--- src/hw/rtl/assert_macros.svh ---
// assertion macros shared by the rtl
`ifndef ASSERT_MACROS_SVH
`define ASSERT_MACROS_SVH
// implication checked on every clock edge outside reset
`define ASSERT_IMPL(label, clk, rst_n, ante, cons, msg) \
    label: assert property (@(posedge clk) disable iff (!rst_n) (ante) |-> (cons)) \
        else $error(msg);
// implication checked in the cycle after the antecedent
`define ASSERT_NEXT(label, clk, rst_n, ante, cons, msg) \
    label: assert property (@(posedge clk) disable iff (!rst_n) (ante) |=> (cons)) \
        else $error(msg);
`endif

--- src/hw/rtl/bdfm_pkg.sv ---
// types and constants for the boxcar decimator and fm discriminator
`timescale 1ns / 1ps
package bdfm_pkg;

    typedef struct packed {
        logic signed [15:0] sample_a;
        logic signed [15:0] sample_b;
    } in_item_t;

    typedef struct packed {
        logic signed [15:0] out_a;
        logic signed [15:0] out_b;
        logic               out_b_valid;
    } out_item_t;

    // register indexes
    localparam logic [1:0] REG_MODE     = 2'd0;
    localparam logic [1:0] REG_NUM_CH   = 2'd1;
    localparam logic [1:0] REG_DECIM    = 2'd2;
    localparam logic [1:0] REG_FM_GAIN  = 2'd3;

    // largest factor; sum and divider widths are sized for it
    localparam int MAX_DECIMATION = 256;

    localparam int CORDIC_STEPS = 24;

    // request from front to back: frame sums plus divisor and kind
    typedef struct packed {
        logic signed [24:0] sum_a;
        logic signed [24:0] sum_b;
        logic [12:0]        factor;
        logic               fm;
        logic               two_ch;
    } job_t;

    // arctangent table in 2^32 per turn
    function automatic logic [31:0] atan_turn(input logic [4:0] k);
        logic [31:0] r;
        begin
            unique case (k)
                5'd0:  r = 32'd536870912;
                5'd1:  r = 32'd316933406;
                5'd2:  r = 32'd167458907;
                5'd3:  r = 32'd85004756;
                5'd4:  r = 32'd42667331;
                5'd5:  r = 32'd21354465;
                5'd6:  r = 32'd10679838;
                5'd7:  r = 32'd5340245;
                5'd8:  r = 32'd2670163;
                5'd9:  r = 32'd1335087;
                5'd10: r = 32'd667544;
                5'd11: r = 32'd333772;
                5'd12: r = 32'd166886;
                5'd13: r = 32'd83443;
                5'd14: r = 32'd41721;
                5'd15: r = 32'd20860;
                5'd16: r = 32'd10430;
                5'd17: r = 32'd5215;
                5'd18: r = 32'd2607;
                5'd19: r = 32'd1303;
                5'd20: r = 32'd651;
                5'd21: r = 32'd325;
                5'd22: r = 32'd162;
                5'd23: r = 32'd81;
                default: r = 32'd0;
            endcase
            return r;
        end
    endfunction

endpackage

--- src/hw/rtl/bdfm_front.sv ---
// front end: accumulates frames and issues a request per decimated frame
`timescale 1ns / 1ps
module bdfm_front (
    input  logic               clk,
    input  logic               rst_n,
    input  logic               in_valid,
    output logic               in_stall,
    input  bdfm_pkg::in_item_t in_data,
    input  logic [8:0]         decim_factor,
    input  logic               mode,
    input  logic [1:0]         num_channels,
    input  logic               factor_write,
    input  logic [8:0]         factor_wdata,
    output logic               job_valid,
    input  logic               job_full,
    output bdfm_pkg::job_t     job
);
    localparam int FW = 13;

    logic signed [24:0] sum_a_reg, sum_b_reg;
    logic [FW-1:0]      left_reg;
    logic [FW-1:0]      eff;
    logic [FW-1:0]      eff_w;
    logic               take;
    logic signed [24:0] na, nb;

    // clamp the factor to 1..MAX_DECIMATION
    function automatic logic [FW-1:0] clampf(input logic [8:0] v);
        logic [FW-1:0] r;
        begin
            r = FW'(v);
            if (r == '0)
                r = FW'(1);
            else if (r > FW'(bdfm_pkg::MAX_DECIMATION))
                r = FW'(bdfm_pkg::MAX_DECIMATION);
            return r;
        end
    endfunction

    assign eff      = clampf(decim_factor);
    assign eff_w    = clampf(factor_wdata);
    assign in_stall = job_full;
    assign take     = in_valid && !in_stall;
    assign na = sum_a_reg + 25'(in_data.sample_a);
    assign nb = sum_b_reg + 25'(in_data.sample_b);

    assign job_valid  = take && (left_reg <= FW'(1));
    assign job.sum_a  = na;
    assign job.sum_b  = nb;
    assign job.factor = eff;
    assign job.fm     = mode;
    assign job.two_ch = (num_channels == 2'd2);

    // sums and frame counter
    always_ff @(posedge clk or negedge rst_n)
    begin
        if (!rst_n)
        begin
            sum_a_reg <= '0;
            sum_b_reg <= '0;
            left_reg  <= FW'(1);
        end
        else if (factor_write)
        begin
            sum_a_reg <= '0;
            sum_b_reg <= '0;
            left_reg  <= eff_w;
        end
        else if (take)
        begin
            if (left_reg > FW'(1))
            begin
                sum_a_reg <= na;
                sum_b_reg <= nb;
                left_reg  <= left_reg - FW'(1);
            end
            else
            begin
                sum_a_reg <= '0;
                sum_b_reg <= '0;
                left_reg  <= eff;
            end
        end
    end
endmodule

--- src/hw/rtl/bdfm_back.sv ---
// back end: divides sums, runs cordic and scales the phase step
`timescale 1ns / 1ps
module bdfm_back (
    input  logic                clk,
    input  logic                rst_n,
    input  logic                job_valid,
    output logic                job_take,
    input  bdfm_pkg::job_t      job,
    input  logic [17:0]         fm_gain,
    output logic                out_valid,
    input  logic                out_stall,
    output bdfm_pkg::out_item_t out_data
);
    typedef enum logic [2:0] {S_IDLE, S_DIV, S_CORD, S_MUL, S_SCALE, S_OUT} state_t;

    state_t              state_reg;
    logic [4:0]          cnt_reg;
    logic [1:0]          ch_reg;
    logic [25:0]         mag_reg;
    logic                neg_reg;
    logic [25:0]         rem_reg;
    logic [12:0]         div_reg;
    logic signed [24:0]  sb_reg;
    logic signed [15:0]  mean_a_reg, mean_b_reg;
    logic                fm_reg, two_reg;
    logic signed [41:0]  x_reg, y_reg;
    logic [31:0]         ang_reg;
    logic [15:0]         last_phase_reg;
    logic signed [34:0]  prod_reg;
    logic                out_valid_reg;
    bdfm_pkg::out_item_t out_reg;

    // combinational helpers
    logic [25:0]         rtry;
    logic [26:0]         rsh;
    logic signed [41:0]  dx, dy;
    logic [15:0]         ph, du;
    logic signed [16:0]  d;
    logic [34:0]         pmag;
    logic [18:0]         r;
    logic signed [19:0]  rs;
    logic signed [15:0]  sat;

    // rounded operand: sum plus half factor, split into sign and magnitude
    function automatic logic [26:0] load(input logic signed [24:0] s, input logic [12:0] f);
        logic signed [25:0] v;
        begin
            v = 26'(s) + 26'(f >> 1);
            return {v[25], v[25] ? 26'(-v) : 26'(v)};
        end
    endfunction

    assign rsh  = {rem_reg, mag_reg[25]};
    assign rtry = 26'(rsh - 27'(div_reg));
    assign dx   = y_reg >>> cnt_reg;
    assign dy   = x_reg >>> cnt_reg;
    assign ph   = 16'((ang_reg + 32'h8000) >> 16);
    assign du   = ph - last_phase_reg;
    assign d    = du[15] ? 17'($signed({1'b1, du})) : 17'({1'b0, du});
    assign pmag = prod_reg[34] ? 35'(-prod_reg) : 35'(prod_reg);
    assign r    = 19'((pmag + 35'h8000) >> 16);
    assign rs   = prod_reg[34] ? -20'(r) : 20'(r);
    assign sat  = (rs > 20'sd32767) ? 16'sh7fff :
                  (rs < -20'sd32768) ? 16'sh8000 : 16'(rs);

    assign job_take  = (state_reg == S_IDLE) && job_valid;
    assign out_valid = out_valid_reg;
    assign out_data  = out_reg;

    // sequencer: two restoring divides, optional cordic and gain stage
    always_ff @(posedge clk or negedge rst_n)
    begin
        if (!rst_n)
        begin
            state_reg      <= S_IDLE;
            out_valid_reg  <= 1'b0;
            last_phase_reg <= '0;
            cnt_reg        <= '0;
            ch_reg         <= '0;
        end
        else
        begin
            if (out_valid_reg && !out_stall)
                out_valid_reg <= 1'b0;
            unique case (state_reg)
                S_IDLE:
                begin
                    if (job_valid)
                    begin
                        {neg_reg, mag_reg} <= load(job.sum_a, job.factor);
                        rem_reg <= '0;
                        div_reg <= job.factor;
                        sb_reg  <= job.sum_b;
                        fm_reg  <= job.fm;
                        two_reg <= job.two_ch;
                        cnt_reg <= '0;
                        ch_reg  <= '0;
                        state_reg <= S_DIV;
                    end
                end
                S_DIV:
                begin
                    // one quotient bit per cycle
                    if (rsh >= 27'(div_reg))
                    begin
                        rem_reg <= rtry;
                        mag_reg <= {mag_reg[24:0], 1'b1};
                    end
                    else
                    begin
                        rem_reg <= rsh[25:0];
                        mag_reg <= {mag_reg[24:0], 1'b0};
                    end
                    if (cnt_reg == 5'd25)
                    begin
                        cnt_reg <= '0;
                        if (ch_reg == 2'd0)
                        begin
                            mean_a_reg <= neg_reg
                                ? -16'({mag_reg[14:0], (rsh >= 27'(div_reg))})
                                : 16'({mag_reg[14:0], (rsh >= 27'(div_reg))});
                            {neg_reg, mag_reg} <= load(sb_reg, div_reg);
                            rem_reg <= '0;
                            ch_reg  <= 2'd1;
                        end
                        else
                        begin
                            mean_b_reg <= neg_reg
                                ? -16'({mag_reg[14:0], (rsh >= 27'(div_reg))})
                                : 16'({mag_reg[14:0], (rsh >= 27'(div_reg))});
                            state_reg <= fm_reg ? S_CORD : S_OUT;
                            ch_reg <= 2'd2;
                        end
                    end
                    else
                        cnt_reg <= cnt_reg + 5'd1;
                end
                S_CORD:
                begin
                    if (ch_reg == 2'd2)
                    begin
                        // prerotate by a half turn when i is negative
                        ch_reg <= 2'd3;
                        cnt_reg <= '0;
                        if (mean_b_reg < 0)
                        begin
                            x_reg   <= -(42'(mean_b_reg) <<< 20);
                            y_reg   <= -(42'(mean_a_reg) <<< 20);
                            ang_reg <= 32'h8000_0000;
                        end
                        else
                        begin
                            x_reg   <= 42'(mean_b_reg) <<< 20;
                            y_reg   <= 42'(mean_a_reg) <<< 20;
                            ang_reg <= '0;
                        end
                    end
                    else
                    begin
                        if (y_reg > 0)
                        begin
                            x_reg <= x_reg + dx;
                            y_reg <= y_reg - dy;
                            ang_reg <= ang_reg + bdfm_pkg::atan_turn(cnt_reg);
                        end
                        else
                        begin
                            x_reg <= x_reg - dx;
                            y_reg <= y_reg + dy;
                            ang_reg <= ang_reg - bdfm_pkg::atan_turn(cnt_reg);
                        end
                        if (cnt_reg == 5'(bdfm_pkg::CORDIC_STEPS - 1))
                            state_reg <= S_MUL;
                        else
                            cnt_reg <= cnt_reg + 5'd1;
                    end
                end
                S_MUL:
                begin
                    // origin has phase zero
                    if (mean_a_reg == 0 && mean_b_reg == 0)
                    begin
                        prod_reg <= $signed({17'd0, fm_gain}) * 35'($signed({1'b0,
                            16'(16'd0 - last_phase_reg)}) - (((16'd0 - last_phase_reg) >= 16'h8000)
                            ? 35'sd65536 : 35'sd0));
                        last_phase_reg <= '0;
                    end
                    else
                    begin
                        prod_reg <= $signed({17'd0, fm_gain}) * 35'(d);
                        last_phase_reg <= ph;
                    end
                    state_reg <= S_SCALE;
                end
                S_SCALE:
                begin
                    mean_a_reg <= sat;
                    mean_b_reg <= '0;
                    state_reg <= S_OUT;
                end
                S_OUT:
                begin
                    if (!out_valid_reg || !out_stall)
                    begin
                        out_valid_reg       <= 1'b1;
                        out_reg.out_a       <= mean_a_reg;
                        out_reg.out_b       <= (fm_reg || !two_reg) ? 16'sd0 : mean_b_reg;
                        out_reg.out_b_valid <= !fm_reg && two_reg;
                        state_reg           <= S_IDLE;
                    end
                end
                default: state_reg <= S_IDLE;
            endcase
        end
    end
endmodule

--- src/hw/rtl/bdfm_queue.sv ---
// two entry request queue between front and back
`timescale 1ns / 1ps
module bdfm_queue (
    input  logic           clk,
    input  logic           rst_n,
    input  logic           wr,
    input  bdfm_pkg::job_t wdata,
    output logic           full,
    output logic           rd_valid,
    input  logic           rd,
    output bdfm_pkg::job_t rdata
);
    bdfm_pkg::job_t mem_reg [2];
    logic           wp_reg, rp_reg;
    logic [1:0]     cnt_reg;

    assign full     = cnt_reg == 2'd2;
    assign rd_valid = cnt_reg != 2'd0;
    assign rdata    = mem_reg[rp_reg];

    // pointers and count
    always_ff @(posedge clk or negedge rst_n)
    begin
        if (!rst_n)
        begin
            wp_reg  <= 1'b0;
            rp_reg  <= 1'b0;
            cnt_reg <= '0;
        end
        else
        begin
            if (wr)
            begin
                mem_reg[wp_reg] <= wdata;
                wp_reg <= !wp_reg;
            end
            if (rd)
                rp_reg <= !rp_reg;
            cnt_reg <= cnt_reg + 2'(wr) - 2'(rd);
        end
    end
endmodule

--- src/hw/rtl/boxcar_decimator_fm_discriminator.sv ---
// top level of the boxcar decimator with fm discriminator
//  channel | direction | handshake
//  in      | input     | in_valid / in_stall
//  out     | output    | out_valid / out_stall
//  apb     | config    | psel penable pwrite pready
// a decimated frame passes the back end as two restoring divides, plus
// cordic and gain scaling in fm mode; the back end takes one job at a time
// frames that emit nothing just accumulate; the two entry queue absorbs bursts
// reset clears sums, frame counter and last phase; no clearing pass
// a stall on out holds the back end, which then fills the queue and stalls in
`timescale 1ns / 1ps
`include "assert_macros.svh"
module boxcar_decimator_fm_discriminator (
    input  logic                clk,
    input  logic                rst_n,
    input  logic                in_valid,
    output logic                in_stall,
    input  bdfm_pkg::in_item_t  in_data,
    output logic                out_valid,
    input  logic                out_stall,
    output bdfm_pkg::out_item_t out_data,
    input  logic                psel,
    input  logic                penable,
    input  logic                pwrite,
    input  logic [3:0]          paddr,
    input  logic [31:0]         pwdata,
    output logic [31:0]         prdata,
    output logic                pready
);
    logic        mode_reg;
    logic [1:0]  num_ch_reg;
    logic [8:0]  decim_reg;
    logic [17:0] gain_reg;
    logic        wr_en;
    logic [1:0]  widx;
    logic        job_valid, job_full, q_valid, q_take;
    bdfm_pkg::job_t job_in, job_out;

    assign pready = 1'b1;
    assign wr_en  = psel && penable && pwrite;
    assign widx   = paddr[3:2];

    // register writes
    always_ff @(posedge clk or negedge rst_n)
    begin
        if (!rst_n)
        begin
            mode_reg   <= 1'b0;
            num_ch_reg <= 2'd2;
            decim_reg  <= 9'd1;
            gain_reg   <= 18'd20971;
        end
        else if (wr_en)
        begin
            unique case (widx)
                bdfm_pkg::REG_MODE:    mode_reg   <= pwdata[0];
                bdfm_pkg::REG_NUM_CH:  num_ch_reg <= pwdata[1:0];
                bdfm_pkg::REG_DECIM:   decim_reg  <= pwdata[8:0];
                bdfm_pkg::REG_FM_GAIN: gain_reg   <= pwdata[17:0];
                default: ;
            endcase
        end
    end

    // register reads
    always_comb
    begin
        unique case (widx)
            bdfm_pkg::REG_MODE:    prdata = 32'(mode_reg);
            bdfm_pkg::REG_NUM_CH:  prdata = 32'(num_ch_reg);
            bdfm_pkg::REG_DECIM:   prdata = 32'(decim_reg);
            bdfm_pkg::REG_FM_GAIN: prdata = 32'(gain_reg);
            default:               prdata = '0;
        endcase
    end

    bdfm_front u_front (
        .clk(clk), .rst_n(rst_n), .in_valid(in_valid), .in_stall(in_stall),
        .in_data(in_data), .decim_factor(decim_reg), .mode(mode_reg),
        .num_channels(num_ch_reg),
        .factor_write(wr_en && widx == bdfm_pkg::REG_DECIM),
        .factor_wdata(pwdata[8:0]), .job_valid(job_valid), .job_full(job_full),
        .job(job_in)
    );

    bdfm_queue u_queue (
        .clk(clk), .rst_n(rst_n), .wr(job_valid), .wdata(job_in), .full(job_full),
        .rd_valid(q_valid), .rd(q_take), .rdata(job_out)
    );

    bdfm_back u_back (
        .clk(clk), .rst_n(rst_n), .job_valid(q_valid), .job_take(q_take),
        .job(job_out), .fm_gain(gain_reg), .out_valid(out_valid),
        .out_stall(out_stall), .out_data(out_data)
    );

    `ASSERT_IMPL(a_no_push_full, clk, rst_n, job_full, !job_valid, "push into full queue")
    `ASSERT_NEXT(a_out_hold, clk, rst_n, out_valid && out_stall, out_valid,
        "result dropped under stall")
    `ASSERT_IMPL(a_b_zero, clk, rst_n, out_valid && !out_data.out_b_valid,
        out_data.out_b == 16'sd0, "out_b nonzero while not valid")
endmodule
--- config.mk ---
export PLATFORM = sky130hd
export DESIGN_NAME = boxcar_decimator_fm_discriminator
export DESIGN_NICKNAME = d
export VERILOG_FILES = /design/src/hw/rtl/bdfm_pkg.sv /design/src/hw/rtl/bdfm_front.sv /design/src/hw/rtl/bdfm_back.sv /design/src/hw/rtl/bdfm_queue.sv /design/src/hw/rtl/boxcar_decimator_fm_discriminator.sv
export VERILOG_INCLUDE_DIRS = /design/src /design/src/hw/rtl
export SDC_FILE = /design/constraint.sdc
export NUM_CORES = 2
export LEC_CHECK = 0
export ABC_AREA = 0
export BUFFER_PORTS_ARGS = -buffer_cell sky130_fd_sc_hd__clkbuf_2
export CAP_MARGIN = 20
export CORE_MARGIN = 5
export CORE_UTILIZATION = 40
export CTS_CLUSTER_DIAMETER = 60
export CTS_CLUSTER_SIZE = 24
export DETAILED_ROUTE_END_ITERATION = 8
export PLACE_DENSITY = 0.66
export SYNTH_ARGS = -nofsm -noshare
export SYNTH_HDL_FRONTEND = slang
export SYNTH_SLANG_ARGS = --single-unit
--- constraint.sdc ---
create_clock -name clk -period 9.1 [get_ports clk]
set_input_delay 0.91 -clock clk [delete_from_list [all_inputs] [get_ports clk]]
set_output_delay 0.91 -clock clk [all_outputs]
set_load 0.01 [all_outputs]
# Word level (Yosys, flattened, before mapping)
# Memories as Yosys holds them, arrays and structs flattened.
# Index checks and enable logic that the tools add are counted.
word_totals:
  reg_bits: 433
  ram_bits: 122
  rom_bits: 1920
  in_bits: 75
  out_inout_bits: 68
  wordCells: 226
  memories: 3
classes:
  add_sub_neg: 27
  multipliers: 2
  order_cmp: 10
  n_eq_ne: 22
  n_shift: 2
  mux: 83
  n_reduce_logical: 46
memory_table:
  columns: ["name", "depth", "width", "rd", "rd_ports_with_merged_regs", "write_ports", "line_no", "rtl"]
  rows:
  - ["(no name shown)", 32, 30, 1, 0, 0, "bdfm_pkg.sv:40", "unique case (k)"]
  - ["(no name shown)", 32, 30, 1, 0, 0, "bdfm_pkg.sv:40", null]
  - ["u_queue.mem_reg", 2, 61, 1, 0, 1, "bdfm_queue.sv:13", "bdfm_pkg::job_t mem_reg [2];"]
op_table:
  columns: ["operator", "n"]
  rows:
  - ["two-way mux 32 bit", 9]
  - ["two-way mux 42 bit", 6]
  - ["two-way mux 26 bit", 9]
  - ["two-way mux 25 bit", 6]
  - ["two-way mux 16 bit", 8]
  - ["case mux 32 bit (4 select lines)", 1]
  - ["case mux 26 bit (2 select lines)", 2]
  - ["adder 42 bit", 2]
  - ["negation 36 -> 42 bit", 2]
  - [">>> shifter 42 x 5 -> 42 bit", 2]
  - ["subtractor 42 bit", 2]
  - ["two-way mux 35 bit", 2]
  - ["logical NOT 32 bit", 2]
  - ["case mux 16 bit (2 select lines)", 2]
  - ["adder 25 x 13 -> 26 bit", 2]
  - ["two-way mux 13 bit", 4]
  - ["negation 26 bit", 2]
  - ["adder 25 x 16 -> 25 bit", 2]
  - ["> comparator 42 x 1 -> 1 bit, second input constant", 1]
  - ["adder 35 x 16 -> 35 bit, second input constant", 1]
  - ["multiplier 19 x 17 -> 35 bit", 1]
  - ["multiplier 19 x 35 -> 35 bit", 1]
  - ["negation 35 bit", 1]
  - ["subtractor 17 x 35 -> 35 bit", 1]
  - ["53 further kinds", 121]

# Depth between registers and ports, before layout
depth:
  word_depth: 9
  ltp_mapped: 39
  mapped_depth_nobuf: 38

# Hierarchy
# From an unflattened synthesis, not the netlist that was laid out.
unflattened:
  hier_cells: 7087
  area_unflattened_um2: 66461.2
modules_own_cells:
  columns: ["mod", "n_inst", "cells_each", "area_per_inst_um2", "seq_area_each_um2"]
  rows:
  - ["bdfm_back", 1, 6133, 54444.7, 9954.5]
  - ["bdfm_front", 1, 619, 5405.2, 1577.8]
  - ["bdfm_queue", 1, 217, 5053.6, 4003.8]
  - ["boxcar_decimator_fm_discriminator", 1, 118, 1557.7, 764.5]

# Least setup slack after synthesis
# OpenSTA, ideal clock, no wires.
synth_timing:
  path_type: "register -> register"
  startpoint: "register u_back.ang_reg[15]"
  endpoint: "register u_back.prod_reg[33] (data pin)"
  setup_time_ns: 0.267
  t_arrival_ns: 8.661
  required_ns: 8.833
  path_slack_ns: 0.172
  stages_incl_launch_ff: 35
  n_path_buf: 1
  synth_period_minus_slack_ns: 8.928
  path_cell_list: "edfxtp_1 -> ha_1 -> xnor2_1 -> inv_1 -> ha_1 -> a21o_1 -> a21oi_1 -> o21ai_0 -> a31o_2 -> a311oi_1 -> nor3_1 -> a31o_2 -> a311o_1 -> inv_1 -> clkbuf_1 -> nand2_1 -> fa_1 -> fa_1 -> inv_1 -> fa_1 -> fa_1 -> fa_1 -> inv_1 -> fa_1 -> inv_1 -> ha_1 -> or3_1 -> o21ai_0 -> o31a_1 -> o31a_1 -> o211ai_1 -> a31oi_1 -> xnor2_1 -> a21oi_1 -> o21ai_0"
synth_via:
  elab_chain_cells: 5
synth_lines:
  columns: ["element", "line_no", "rtl"]
  rows:
  - ["start, declared", "bdfm_back.sv:27", "logic [31:0] ang_reg;"]
  - ["start signal, assigned", "bdfm_back.sv:164", "ang_reg <= ang_reg + bdfm_pkg::atan_turn(cnt_reg);"]
  - ["start signal, assigned", "bdfm_back.sv:170", "ang_reg <= ang_reg - bdfm_pkg::atan_turn(cnt_reg);"]
  - ["adder 32 x 16 -> 32 bit", "bdfm_back.sv:57", "assign ph = 16'((ang_reg + 32'h8000) >> 16);"]
  - ["subtractor 16 bit", "bdfm_back.sv:58", "assign du = ph - last_phase_reg;"]
  - ["two-way mux 17 bit", "bdfm_back.sv:59", "assign d = du[15] ? 17'($signed({1'b1, du})) : 17'({1'b0, du});"]
  - ["multiplier 19 x 17 -> 35 bit", "bdfm_back.sv:190", "prod_reg <= $signed({17'd0, fm_gain}) * 35'(d);"]
  - ["two-way mux 35 bit", "bdfm_back.sv:181", "if (mean_a_reg == 0 && mean_b_reg == 0)"]
  - ["end signal, assigned", "bdfm_back.sv:183", "prod_reg <= $signed({17'd0, fm_gain}) * 35'($signed({1'b0,"]
  - ["end signal, assigned", "bdfm_back.sv:190", null]
  - ["end, declared", "bdfm_back.sv:29", "logic signed [34:0] prod_reg;"]
# No other way between the ends.
# A chain may end at the register's enable or synchronous reset.

# Worst setup path in the final report
layout_timing:
  startpoint: "register u_back.ang_reg[17]"
  endpoint: "register u_back.prod_reg[33] (data pin)"
# The elaborated chain is that of the path after synthesis.

==> out/results.txt <==
Xor/xnor share of the synthesized area -> 6.98%
Tot GR Track Use -> 20.3%
CTS root buffer -> clkbuf_16
Crit Path Max Fanout -> 11
Row count -> 149
Multiplexer share of the synthesized area -> 7.49%
Status -> finished, final reports clean
Yosys cell types -> 104
Synth Warn # -> 0
Slowest cell delay on critical path -> 0.55 ns
Commonest cells after routing, fill and taps aside -> inv_1, nand2_1, fa_1, nor2_1, ha_1
Total die area -> 173,000 sq um
Area grow syn2layout -> 9.35%
Final layout net count -> 8,196
Clk_lat worst skew -> 0.69 ns
Initial Util -> 40.1%
Synth async-reset ratio -> 22.5%
Worst slew pin tran -> 1.10 ns
WP data arrival -> 9.20 ns
Fin area -> 72,200 sq um
Dpl hpwl -> 137,000 microns
Max reg flops -> 122
CTS tree -> built
Top cell by count, worst path -> fa_1
Max frequency -> 114 MHz
Placer Congestion -> 0.931
H-tree Lvls -> 3
Register area -> 16,000 sq um
Area of the multi-input gates -> 46,100 sq um
Sink Count -> 551
Synth Area in Simple Gates -> 16.5%
DR iter-0 viols -> 4,086
Max Slew Vio Count -> 0
Pre-CTS setup slack -> -0.300 ns
DRT antenna net count -> 0
Average size of a mapped cell -> 9.30 sq um
Final setup viols -> 0
Post-synth EDFFs -> 427
Area share of fa/ha/maj cells after synthesis -> 25.4%
Die X -> 416 microns
Setup crit start kind -> flop
CTS Hold Bufs -> 0
IO Count -> 143
Share of layout cells above drive strength 1 -> 11.1%
First-pass GRT wire length -> 287,000 microns
Drt drc -> 0
Largest family of logic cells by synthesized area -> adder cells
Pin count of the biggest net entering global routing -> 97
Reg-to-reg endpoint -> u_back.prod_reg[33]
Initial antenna violation count -> 1
RSZ-0062 raised after global routing -> yes
Placement-stage cell area -> 69,200 sq um
Vias -> 52,300
CP max stage cell -> fa_1
Setup Skew -> 0.0753 ns
Crit path capture type -> flop
Post-synthesis compound-gate area fraction -> 12.8%
Slew Limit Headroom -> 26.7%
DR WL/cell -> 19.1 microns
Sequential-to-total area share from yosys stat -> 24.2%
Grt ovf -> 0
Final min period -> 8.77 ns
Setup WS post-layout -> 0.329 ns
Reg2Reg Depth -> 35
Most used DFF post-synth -> edfxtp_1
Final WL -> 179,000 microns
Layout fillers -> 15,800
Number of synthesized register bits -> 551
Drt pass-1 iters -> 6
Area of the core -> 164,000 sq um
Worst R2R Setup Slack -> 0.33 ns
Hold WC Path Type -> in2async
RR Startpoint -> u_back.ang_reg[17]
Worst-path clk slew -> 0.09 ns
Mapped Area -> 66,000 sq um
Clock buffer depth -> 3
Max Cap Violations -> 0
Mapped Cells -> 7,100
Worst EP required -> 9.53 ns
DR vias/cell -> 5.58
Commonest non-fill, non-tap cell in the layout -> inv_1
CP Class -> reg2reg
Port bufs -> 111
Die height -> 416 microns
Vias in the first global route -> 52,400
Final Hold Fails -> 0
Period utilisation layout -> 96.4%
TritonCTS buffer count -> 68
==> metal layers <==
layer / vias to the layer above / GRT usage, % / share of wire, %
li1: 24400 / - / -
met1: 26000 / 26.6 / 43
met2: 1547 / 34.4 / 48
met3: 333 / 2.55 / 5.1
met4: 0 / 7.83 / 4.3
met5: - / 0 / 0
==> worst max-delay path, delay by kind of cell (launching register included) <==
kind	cells	cell delay, ns
flops	1	0.40
buf+inv	7	0.61
xor+xnor	2	0.34
simple gates	8	1.20
fa+ha+maj	8	3.61
compound gates	10	2.37
==> synthesized netlist by cell type (all sizes together), types with 47 or more instances <==
master	number	area (sq um)
inv	798	3000
nand2	744	2790
fa	560	11200
nor2	477	1790
ha	442	5530
edfxtp	427	12800
a21oi	356	1780
o21ai	329	1650
xnor2	328	2880
and2	271	1700
clkbuf	258	968
xor2	197	1730
nor3	135	686
mux4	131	2950
nand3	117	598
dfrtp	112	2800
a21o	103	773
mux2	103	1160
nor2b	91	569
buf	90	465
mux2i	83	831
nand2b	81	507
and3	75	474
o31ai	58	435
or3	57	362
a31oi	54	344
a22o	52	455
a211oi	51	383
nor4	51	362
nand4	47	294
==> through the flow <==
stage | utilization (%) | TNS [ns] | std cells | hold WS (ns)
final | 43.9 | 0 | 9367 | 0.132
after global routing | 43.9 | -0.0919 | 9364 | 0.115
after CTS | 43.6 | -0.00374 | 9347 | 0.100
after detailed placement | 42.1 | -1.42 | 9219 | 0.457
after global placement | 42.1 | -1.01 | 9218 | 0.455
after floorplan | - | 0 | 7113 | 0.426
==> kinds of logic (layout without fill, tap and decap cells) <==
logic type                 after synthesis  count (layout)
xor gates and xnor gates               525             525
adders and majority gates             1002            1002
muxes                                  317             317
buffers and inverters                 1146            1208
other                                    2              18
and+or+nand+nor                       2242            2242
DFF                                    551             551
AOI/OAI and AO/OA                     1315            1315
==> worst max path at each step <==
stage                             from                  end  slack (ns)
floorplan           u_back.ang_reg[15]  u_back.prod_reg[33]        0.17
global placement    u_back.ang_reg[15]  u_back.prod_reg[33]       -0.21
detailed placement  u_back.ang_reg[15]  u_back.prod_reg[33]       -0.30
CTS                 u_back.ang_reg[15]  u_back.prod_reg[33]      -0.004
global route        u_back.ang_reg[15]  u_back.prod_reg[33]       -0.04
finish              u_back.ang_reg[17]  u_back.prod_reg[33]        0.33
==> repair_timing <==
item	CTS	global route
setup buffers	2	14
cloned	0	2
pin swaps	6	53
endpoints found under the hold margin	0	0
setup endpoints to repair	7	12
resized for setup	14	64
==> area by class of cell <==
| class | count | share of cell area, % |
|---|---|---|
| antenna | 3 | 0.0104 |
| sequential | 551 | 22.1 |
| clock buffer | 73 | 2.38 |
| tap | 2189 | 3.80 |
| clock inverter | 53 | 0.983 |
| multi-input combinational | 5416 | 63.8 |
| timing repair buffer | 284 | 2.74 |
| inverter | 798 | 4.16 |
Power is not shown: default switching activity piles up to over one toggle a cycle in this logic, so the estimate is an artifact.
